--- src/sv/sdc_pkg.sv ---
// Shared types and constants for the siren dead man's switch controller.
// Used by every module of the block; depends on nothing else.
`timescale 1ns / 1ps

package sdc_pkg;

    // Width of the auto-off elapsed counter.
    localparam int SIREN_TIMER_BITS = 24;

    localparam int MAX_W   = 24;  // auto-off limit register width
    localparam int CNT_W   = 16;  // width of the 16-bit registers and counters
    localparam int CFG_W   = 24;  // widest configuration register
    localparam int IDX_W   = 3;   // configuration register index width
    localparam int CMP_W   = (SIREN_TIMER_BITS > MAX_W) ? SIREN_TIMER_BITS : MAX_W;

    // Configuration register indexes.
    localparam logic [IDX_W-1:0] REG_SIREN_MAX    = 3'd0;
    localparam logic [IDX_W-1:0] REG_GRACE        = 3'd1;
    localparam logic [IDX_W-1:0] REG_PULSE_PERIOD = 3'd2;
    localparam logic [IDX_W-1:0] REG_PULSE_WIDTH  = 3'd3;
    localparam logic [IDX_W-1:0] REG_BROKER_HALF  = 3'd4;
    localparam logic [IDX_W-1:0] REG_LINK_HALF    = 3'd5;

    // Values after reset: two minutes of siren, three second grace.
    localparam logic [MAX_W-1:0] SIREN_MAX_RST    = 24'd120000;
    localparam logic [CNT_W-1:0] GRACE_RST        = 16'd3000;
    localparam logic [CNT_W-1:0] PULSE_PERIOD_RST = 16'd3000;
    localparam logic [CNT_W-1:0] PULSE_WIDTH_RST  = 16'd60;
    localparam logic [CNT_W-1:0] BROKER_HALF_RST  = 16'd400;
    localparam logic [CNT_W-1:0] LINK_HALF_RST    = 16'd100;

    typedef enum logic [1:0] {
        ACT_TICK = 2'd0,
        ACT_ON   = 2'd1,
        ACT_OFF  = 2'd2,
        ACT_SUB  = 2'd3
    } action_t;

    typedef enum logic [1:0] {
        MODE_CONNECTING = 2'd0,
        MODE_BROKER     = 2'd1,
        MODE_ARMED      = 2'd2,
        MODE_FIRING     = 2'd3
    } led_mode_t;

    typedef struct packed {
        logic [1:0] action;
        logic       link_up;
        logic       broker_up;
    } in_item_t;

    typedef struct packed {
        logic       siren_on;
        logic       led_on;
        logic [1:0] led_mode;
    } out_item_t;

    typedef struct packed {
        logic [MAX_W-1:0] auto_off_ms;
        logic [CNT_W-1:0] grace_ms;
        logic [CNT_W-1:0] beat_period_ms;
        logic [CNT_W-1:0] beat_len_ms;
        logic [CNT_W-1:0] broker_half_ms;
        logic [CNT_W-1:0] link_half_ms;
    } cfg_t;

endpackage

--- src/sv/sdc_core.sv ---
// Siren controller state and the single-pass update for one request.
// Depends on sdc_pkg for the item, configuration and code types.
`timescale 1ns / 1ps

module sdc_core (
    input  logic               clk,
    input  logic               rst_n,
    input  logic               accept,
    input  sdc_pkg::in_item_t  item,
    input  sdc_pkg::cfg_t      cfg,
    output sdc_pkg::out_item_t result
);

    localparam logic [sdc_pkg::SIREN_TIMER_BITS-1:0] TIMER_CAP = '1;
    localparam logic [sdc_pkg::CNT_W-1:0]            SUB_CAP   = '1;

    logic                                  siren_active_reg, siren_active_next;
    logic [sdc_pkg::SIREN_TIMER_BITS-1:0]  siren_elapsed_reg, siren_elapsed_next;
    logic [sdc_pkg::CNT_W-1:0]             since_sub_reg, since_sub_next;
    logic [sdc_pkg::CNT_W-1:0]             pulse_phase_reg, pulse_phase_next;
    logic [sdc_pkg::CNT_W:0]               broker_phase_reg, broker_phase_next;
    logic [sdc_pkg::CNT_W:0]               link_phase_reg, link_phase_next;

    logic [sdc_pkg::SIREN_TIMER_BITS-1:0]  elapsed_inc;
    logic [sdc_pkg::CNT_W:0]               pulse_sum;
    logic [1:0]                            mode;
    logic                                  led;

    // The top bit of a blink phase is the light parity; the rest counts ticks.
    function automatic logic [sdc_pkg::CNT_W:0] blink_advance(
        input logic [sdc_pkg::CNT_W:0]   phase,
        input logic [sdc_pkg::CNT_W-1:0] half
    );
        logic [sdc_pkg::CNT_W:0] cnt;
        logic                    par;
        cnt = {1'b0, phase[sdc_pkg::CNT_W-1:0]} + 1'b1;
        par = phase[sdc_pkg::CNT_W];
        if (cnt >= {1'b0, half})
        begin
            cnt = '0;
            par = ~par;
        end
        return {par, cnt[sdc_pkg::CNT_W-1:0]};
    endfunction

    always_comb
    begin
        siren_active_next  = siren_active_reg;
        siren_elapsed_next = siren_elapsed_reg;
        since_sub_next     = since_sub_reg;
        pulse_phase_next   = pulse_phase_reg;
        broker_phase_next  = broker_phase_reg;
        link_phase_next    = link_phase_reg;

        elapsed_inc = (siren_elapsed_reg == TIMER_CAP) ? siren_elapsed_reg
                                                        : siren_elapsed_reg + 1'b1;
        pulse_sum   = {1'b0, pulse_phase_reg} + 1'b1;

        if (accept)
        begin
            case (item.action)
                sdc_pkg::ACT_TICK:
                begin
                    if (since_sub_reg != SUB_CAP)
                    begin
                        since_sub_next = since_sub_reg + 1'b1;
                    end
                    pulse_phase_next = (pulse_sum >= {1'b0, cfg.beat_period_ms})
                                       ? '0 : pulse_sum[sdc_pkg::CNT_W-1:0];
                    broker_phase_next = blink_advance(broker_phase_reg, cfg.broker_half_ms);
                    link_phase_next   = blink_advance(link_phase_reg, cfg.link_half_ms);
                    if (siren_active_reg)
                    begin
                        siren_elapsed_next = elapsed_inc;
                        // Saturation of a short timer also ends the alarm.
                        if ((sdc_pkg::CMP_W'(elapsed_inc) >= sdc_pkg::CMP_W'(cfg.auto_off_ms))
                            || (elapsed_inc == TIMER_CAP))
                        begin
                            siren_active_next = 1'b0;
                        end
                    end
                end
                sdc_pkg::ACT_ON:
                begin
                    if (since_sub_reg >= cfg.grace_ms)
                    begin
                        siren_active_next  = 1'b1;
                        siren_elapsed_next = '0;
                    end
                end
                sdc_pkg::ACT_OFF:
                begin
                    siren_active_next = 1'b0;
                end
                default:
                begin
                    since_sub_next = '0;
                end
            endcase
        end

        // Status light reflects the state after this request's update.
        if (siren_active_next)
        begin
            mode = sdc_pkg::MODE_FIRING;
        end
        else if (item.broker_up)
        begin
            mode = sdc_pkg::MODE_ARMED;
        end
        else if (item.link_up)
        begin
            mode = sdc_pkg::MODE_BROKER;
        end
        else
        begin
            mode = sdc_pkg::MODE_CONNECTING;
        end

        unique case (mode)
            sdc_pkg::MODE_FIRING:  led = 1'b1;
            sdc_pkg::MODE_ARMED:   led = (pulse_phase_next < cfg.beat_len_ms);
            sdc_pkg::MODE_BROKER:  led = broker_phase_next[sdc_pkg::CNT_W];
            default:               led = link_phase_next[sdc_pkg::CNT_W];
        endcase

        result.siren_on = siren_active_next;
        result.led_on   = led;
        result.led_mode = mode;
    end

    always_ff @(posedge clk or negedge rst_n)
    begin
        if (!rst_n)
        begin
            siren_active_reg  <= 1'b0;
            siren_elapsed_reg <= '0;
            since_sub_reg     <= '0;
            pulse_phase_reg   <= '0;
            broker_phase_reg  <= '0;
            link_phase_reg    <= '0;
        end
        else
        begin
            siren_active_reg  <= siren_active_next;
            siren_elapsed_reg <= siren_elapsed_next;
            since_sub_reg     <= since_sub_next;
            pulse_phase_reg   <= pulse_phase_next;
            broker_phase_reg  <= broker_phase_next;
            link_phase_reg    <= link_phase_next;
        end
    end

endmodule

--- src/sv/sdc_outbuf.sv ---
// Two-entry result buffer: an output register backed by a skid register.
// Depends on sdc_pkg for the result type.
`timescale 1ns / 1ps

module sdc_outbuf (
    input  logic               clk,
    input  logic               rst_n,
    input  logic               push,
    input  sdc_pkg::out_item_t push_data,
    output logic               space,
    output logic               out_valid,
    input  logic               out_ready,
    output sdc_pkg::out_item_t out_data
);

    logic               out_valid_reg, out_valid_next;
    logic               skid_valid_reg, skid_valid_next;
    sdc_pkg::out_item_t out_data_reg, out_data_next;
    sdc_pkg::out_item_t skid_data_reg, skid_data_next;
    logic               pop;

    assign pop       = out_valid_reg & out_ready;
    assign space     = ~skid_valid_reg;
    assign out_valid = out_valid_reg;
    assign out_data  = out_data_reg;

    always_comb
    begin
        out_valid_next  = out_valid_reg;
        skid_valid_next = skid_valid_reg;
        out_data_next   = out_data_reg;
        skid_data_next  = skid_data_reg;

        if (pop) begin
            out_valid_next  = skid_valid_reg;
            out_data_next   = skid_data_reg;
            skid_valid_next = 1'b0;
        end

        // A new result lands in the first free slot, keeping order.
        if (push) begin
            if (!out_valid_next) begin
                out_valid_next = 1'b1;
                out_data_next  = push_data;
            end else begin
                skid_valid_next = 1'b1;
                skid_data_next  = push_data;
            end
        end
    end

    always_ff @(posedge clk or negedge rst_n)
    begin
        if (!rst_n) begin
            out_valid_reg  <= 1'b0;
            skid_valid_reg <= 1'b0;
        end else begin
            out_valid_reg  <= out_valid_next;
            skid_valid_reg <= skid_valid_next;
        end
    end

    always_ff @(posedge clk)
    begin
        out_data_reg  <= out_data_next;
        skid_data_reg <= skid_data_next;
    end

endmodule

--- src/sv/siren_deadman_controller.sv ---
// Top level of the siren dead man's switch controller: configuration
// registers, the state update and the result buffer. Depends on sdc_pkg.
`timescale 1ns / 1ps

// Each request (a 1 ms tick, ON, OFF or subscription event, with link and
// broker status) yields one result: siren level, status light level and
// light mode. A request is taken while in_ready is high; the combinational
// state update puts its result in the output register, or in the skid
// register if that is occupied. One request per clock is sustained until
// both result slots fill during an output stall; in_ready then drops until
// a result leaves. Configuration is written through cfg_we, cfg_index and
// cfg_data while no requests are in flight; unused indexes are ignored.

module siren_deadman_controller (
    input  logic                        clk,
    input  logic                        rst_n,
    input  logic                        in_valid,
    output logic                        in_ready,
    input  sdc_pkg::in_item_t           in_data,
    output logic                        out_valid,
    input  logic                        out_ready,
    output sdc_pkg::out_item_t          out_data,
    input  logic                        cfg_we,
    input  logic [sdc_pkg::IDX_W-1:0]   cfg_index,
    input  logic [sdc_pkg::CFG_W-1:0]   cfg_data
);

    sdc_pkg::cfg_t      cfg_reg, cfg_next;
    sdc_pkg::out_item_t result;
    logic               accept;

    assign accept = in_valid & in_ready;

    always_comb
    begin
        cfg_next = cfg_reg;
        if (cfg_we)
        begin
            unique case (cfg_index)
                sdc_pkg::REG_SIREN_MAX:
                    cfg_next.auto_off_ms = cfg_data[sdc_pkg::MAX_W-1:0];
                sdc_pkg::REG_GRACE:
                    cfg_next.grace_ms = cfg_data[sdc_pkg::CNT_W-1:0];
                sdc_pkg::REG_PULSE_PERIOD:
                    cfg_next.beat_period_ms = cfg_data[sdc_pkg::CNT_W-1:0];
                sdc_pkg::REG_PULSE_WIDTH:
                    cfg_next.beat_len_ms = cfg_data[sdc_pkg::CNT_W-1:0];
                sdc_pkg::REG_BROKER_HALF:
                    cfg_next.broker_half_ms = cfg_data[sdc_pkg::CNT_W-1:0];
                sdc_pkg::REG_LINK_HALF:
                    cfg_next.link_half_ms = cfg_data[sdc_pkg::CNT_W-1:0];
                default:
                    cfg_next = cfg_reg;
            endcase
        end
    end

    always_ff @(posedge clk or negedge rst_n)
    begin
        if (!rst_n)
        begin
            cfg_reg.auto_off_ms     <= sdc_pkg::SIREN_MAX_RST;
            cfg_reg.grace_ms        <= sdc_pkg::GRACE_RST;
            cfg_reg.beat_period_ms  <= sdc_pkg::PULSE_PERIOD_RST;
            cfg_reg.beat_len_ms     <= sdc_pkg::PULSE_WIDTH_RST;
            cfg_reg.broker_half_ms  <= sdc_pkg::BROKER_HALF_RST;
            cfg_reg.link_half_ms    <= sdc_pkg::LINK_HALF_RST;
        end
        else
        begin
            cfg_reg <= cfg_next;
        end
    end

    sdc_core u_core (
        .clk    (clk),
        .rst_n  (rst_n),
        .accept (accept),
        .item   (in_data),
        .cfg    (cfg_reg),
        .result (result)
    );

    sdc_outbuf u_outbuf (
        .clk       (clk),
        .rst_n     (rst_n),
        .push      (accept),
        .push_data (result),
        .space     (in_ready),
        .out_valid (out_valid),
        .out_ready (out_ready),
        .out_data  (out_data)
    );

    // The siren level and the firing mode must always agree.
    a_siren_mode: assert property (@(posedge clk) disable iff (!rst_n)
        out_valid |-> (out_data.siren_on == (out_data.led_mode == sdc_pkg::MODE_FIRING)))
        else $error("siren level and firing mode disagree");

    // While firing the light is solid.
    a_firing_led: assert property (@(posedge clk) disable iff (!rst_n)
        (out_valid && out_data.siren_on) |-> out_data.led_on)
        else $error("light not solid while firing");

    // Requests are only held off when both result slots are occupied.
    a_backpressure: assert property (@(posedge clk) disable iff (!rst_n)
        !in_ready |-> out_valid)
        else $error("request stalled with empty output");

    // An accepted OFF request leaves the siren silent.
    a_off_clears: assert property (@(posedge clk) disable iff (!rst_n)
        (accept && (in_data.action == sdc_pkg::ACT_OFF)) |-> !result.siren_on)
        else $error("OFF request did not silence the siren");

endmodule

--- config.mk ---
export PLATFORM = sky130hd
export DESIGN_NAME = siren_deadman_controller
export DESIGN_NICKNAME = d
export VERILOG_FILES = /design/src/sv/sdc_pkg.sv /design/src/sv/sdc_core.sv /design/src/sv/sdc_outbuf.sv /design/src/sv/siren_deadman_controller.sv
export SDC_FILE = /design/constraint.sdc
export NUM_CORES = 1
export LEC_CHECK = 0
export ABC_CLOCK_PERIOD_IN_PS = 5200
export BUFFER_PORTS_ARGS = -buffer_cell sky130_fd_sc_hd__buf_2
export CELL_PAD_IN_SITES_DETAIL_PLACEMENT = 0
export CELL_PAD_IN_SITES_GLOBAL_PLACEMENT = 1
export CORE_MARGIN = 10
export CORE_UTILIZATION = 47
export CTS_BUF_LIST = sky130_fd_sc_hd__clkbuf_4
export DETAILED_ROUTE_END_ITERATION = 12
export PLACE_DENSITY_LB_ADDON = 0.1
export SETUP_SLACK_MARGIN = 0.4
export SYNTH_ARGS = -nofsm -noshare
export SYNTH_HDL_FRONTEND = slang
export SYNTH_HIERARCHICAL = 1
export SYNTH_SLANG_ARGS = --single-unit
--- constraint.sdc ---
create_clock -name clk -period 5.2 [get_ports clk]
set_input_delay 0.52 -clock clk [delete_from_list [all_inputs] [get_ports clk]]
set_output_delay 0.52 -clock clk [all_outputs]
set_load 0.01 [all_outputs]
==> summary.md <==
| Metric | Value |
|---|---|
| Element type at the critical path end | flip-flop |
| # fillers | 2558 |
| Top delay family on crit path | compound AO/OA/AOI/OAI gates |
| Netlist cell types | 78 |
| Unrepaired setup endpoints after global routing | false |
| Sequential share of the synthesized area | 40.5% |
| Setup violators final | 0 |
| Worst EP required | 5740 ps |
| Wire length per cell | 18.3 um |
| H-tree depth | 2 |
| Max cap viols | 0 |
| Detailed router's first-iteration violation count | 540 |
| # DRC | 0 |
| Final nets | 1494 |
| CP Launch Type | flip-flop |
| Syn avg cell area | 10.1 um^2 |
| Leak | 0.00674 uW |
| DIE AREA | 34100 um^2 |
| Most common cell in the netlist | dfrtp_1 |
| Pwr per Cell Area | 343 nW/um^2 |
| Fin area | 14200 um^2 |
| Slew margin rel. | 27.9% |
| Crit-path max FO | 7 |
| Initial Util | 47.6% |
| Minimum clock period after layout | 4510 ps |
| Placed cells | 1620 |
| Fin crit share | 86.8% |
| Max reg flops | 104 |
| First-pass GRT wire length | 52300 um |
| Die Y | 185 um |
| Longest Clk Path Bufs | 3 |
| Post-Route WL | 31900 um |
| Final Util | 52.9% |
| GPL Wtd Cong | 0.827 |
| Top cells by area, synth | dfrtp_1, ha_1, mux2_2 |
| Worst-margin pin slew | 1080 ps |
| Multi-input logic area | 6990 um^2 |
| CP max stage delay | 390 ps |
| EDFF count, synth | 4 |
| Final hold vios | 0 |
| GRT Util Overall | 19.2% |
| Via Count | 9554 |
| DP Area | 13200 um^2 |
| Flops & latches, synth | 205 |
| FMAX | 221 MHz |
| Clock root cell | clkbuf_4 |
| Die X | 185 um |
| Synth-to-Final Area Change | 11.0% |
| Remaining global-route overflow | 0 |
| Critical path cell sequence | and3_4, nand3_4, nor2_4, nand2_1, or3_1, xnor2_1, ha_1, a211o_1, a31oi_2, o21a_4, and2_1, o21ai_0, o31ai_1, ha_1, a21oi_1, nor2_1, a211oi_1, o21ai_1, nor3_2, a21oi_1, o211ai_1, a311o_1, mux2_4 |
| Synthesized netlist cell count | 1269 |
| Post-synth top area share | 32.6% |
| Vias in the first global route | 9647 |
| Post-DRT Antenna Nets | 0 |
| Post-Syn Nets | 1416 |
| Critical Path Slowest Stage Cell | dfrtp_1 |
| Cell area after synthesis | 12800 um^2 |
| Port Buffers | 41 |
| Ranking of synthesized cells by instance count | dfrtp_1, nand2_1, inv_1 |
| Vias per std cell | 5.50 |
| WP data arrival | 5050 ps |
| Row count | 60 |
| Synth warn | 6 |
| CTS Buf Count | 59 |
| Antenna violations before repair | 1 |
| Largest net degree at the start of global routing | 106 |
| Non-Filler Instances | 1737 |
| Ys async rst share | 96.1% |
| Area of the core | 26800 um^2 |
| Critical path class | flip-flop to flip-flop |
| Pre-Repair DR Iteration Count | 5 |
| Dominant synthesized flop cell | dfrtp_1 |
| Post-DP HPWL | 21800 um |
| Post-synth top area cell | dfrtp_1 |
| Worst-Skew Late Latency | 690 ps |
| Crit path buf inv count | 0 |
| CTS tree | done |
| CTS Sinks | 205 |
| Worst hold-check path type | input pin to flip-flop |
| IO Pins | 42 |
| CTS clk-pin slew, worst paths | 70 ps |
| Clock Skews | 46.8 ps |
| Setup Total Neg Slack | 0 ps |
| Register area | 5170 um^2 |
| Slew Viols, Final | 0 |
| Share of cells above drive strength 1 | 24.4% |
| VDD IR-drop max | 0.000228 V |
| Outcome | finished clean |
## metrics by stage
step / hold WS, ps / setup slack, ps / total power, uW
floorplan: 224 / 760 / 3000
global placement: 489 / 421 / 3340
detailed placement: 492 / 328 / 3370
CTS: 29.3 / 461 / 4900
global route: 28.1 / 388 / 5260
finish: 101 / 685 / 4860
## final cells by class
class                      count  share of cell area [%]
multi-input combinational    897                    49.3
inverter                     121                    3.21
tap                          341                    3.01
clock inverter                22                   0.627
sequential                   205                    36.5
clock buffer                  87                    4.61
timing repair buffer          63                    2.69
antenna                        1                  0.0177
## timing repair
item	4_1_cts	5_1_grt
resized for setup	6	26
hold buffers	1	0
endpoints found under the hold margin	42	0
pin swaps	1	6
setup endpoints to repair	2	3
setup buffers	1	5
## logic make-up after synthesis
| kind of cell | share of synthesized area, % |
|---|---|
| flip-flops | 40.5 |
| multiplexers | 11.4 |
| adder cells (fa/ha/maj) | 10.9 |
| AND/OR/NAND/NOR | 15.2 |
| XOR/XNOR | 4.81 |
| buffers and inverters | 5.84 |
| AO/OA/AOI/OAI | 11.4 |
## path summary, 6_finish.rpt
check,slack [ps],cells past startpoint,startpoint,endpoint
worst max-delay path,690,23,u_core/pulse_phase_reg[4],u_outbuf/out_data[2]
worst min-delay path,100,2,cfg_data[19],cfg_reg[99]
worst max register to register,690,23,u_core/pulse_phase_reg[4],u_outbuf/out_data[2]
worst min register to register,510,1,cfg_reg[31],cfg_reg[31]
max in group asynchronous,3400,3,rst_n,u_core/siren_elapsed_reg[2]
min in group asynchronous,490,2,rst_n,cfg_reg[60]
## cell usage in the layout (no fill, tap or decap), drive strengths merged, types with 8 or more instances in the layout
master,Yosys,routed
o31ai,18,18
and3,13,13
dfstp,31,31
a211oi,10,10
nor4,10,10
a21o,11,11
nor3,17,17
inv,121,122
a22o,13,13
clkbuf,25,88
xnor2,38,38
nand2b,16,16
a21oi,33,33
nand2,126,126
xor2,32,32
buf,21,61
o21ai,98,98
nor2,60,60
and2,9,9
o21a,8,8
nand3,43,43
dfrtp,166,166
mux2,114,114
nand4,24,24
nor2b,14,14
clkinv,0,21
ha,111,111
## report_power, final
part	switching (uW)	internal (uW)	total, uW
clock	716	766	1480
combinational	642	601	1240
sequential	216	1920	2130
## metal layers
layer	vias up	GRT usage, %	part of all wire (%)
met5	-	0	0
li1	4669	-	-
met1	4647	26.8	49
met3	60	3.07	4.3
met4	0	5.62	2.2
met2	178	30.1	45
Power figures use the tool's default switching activity.
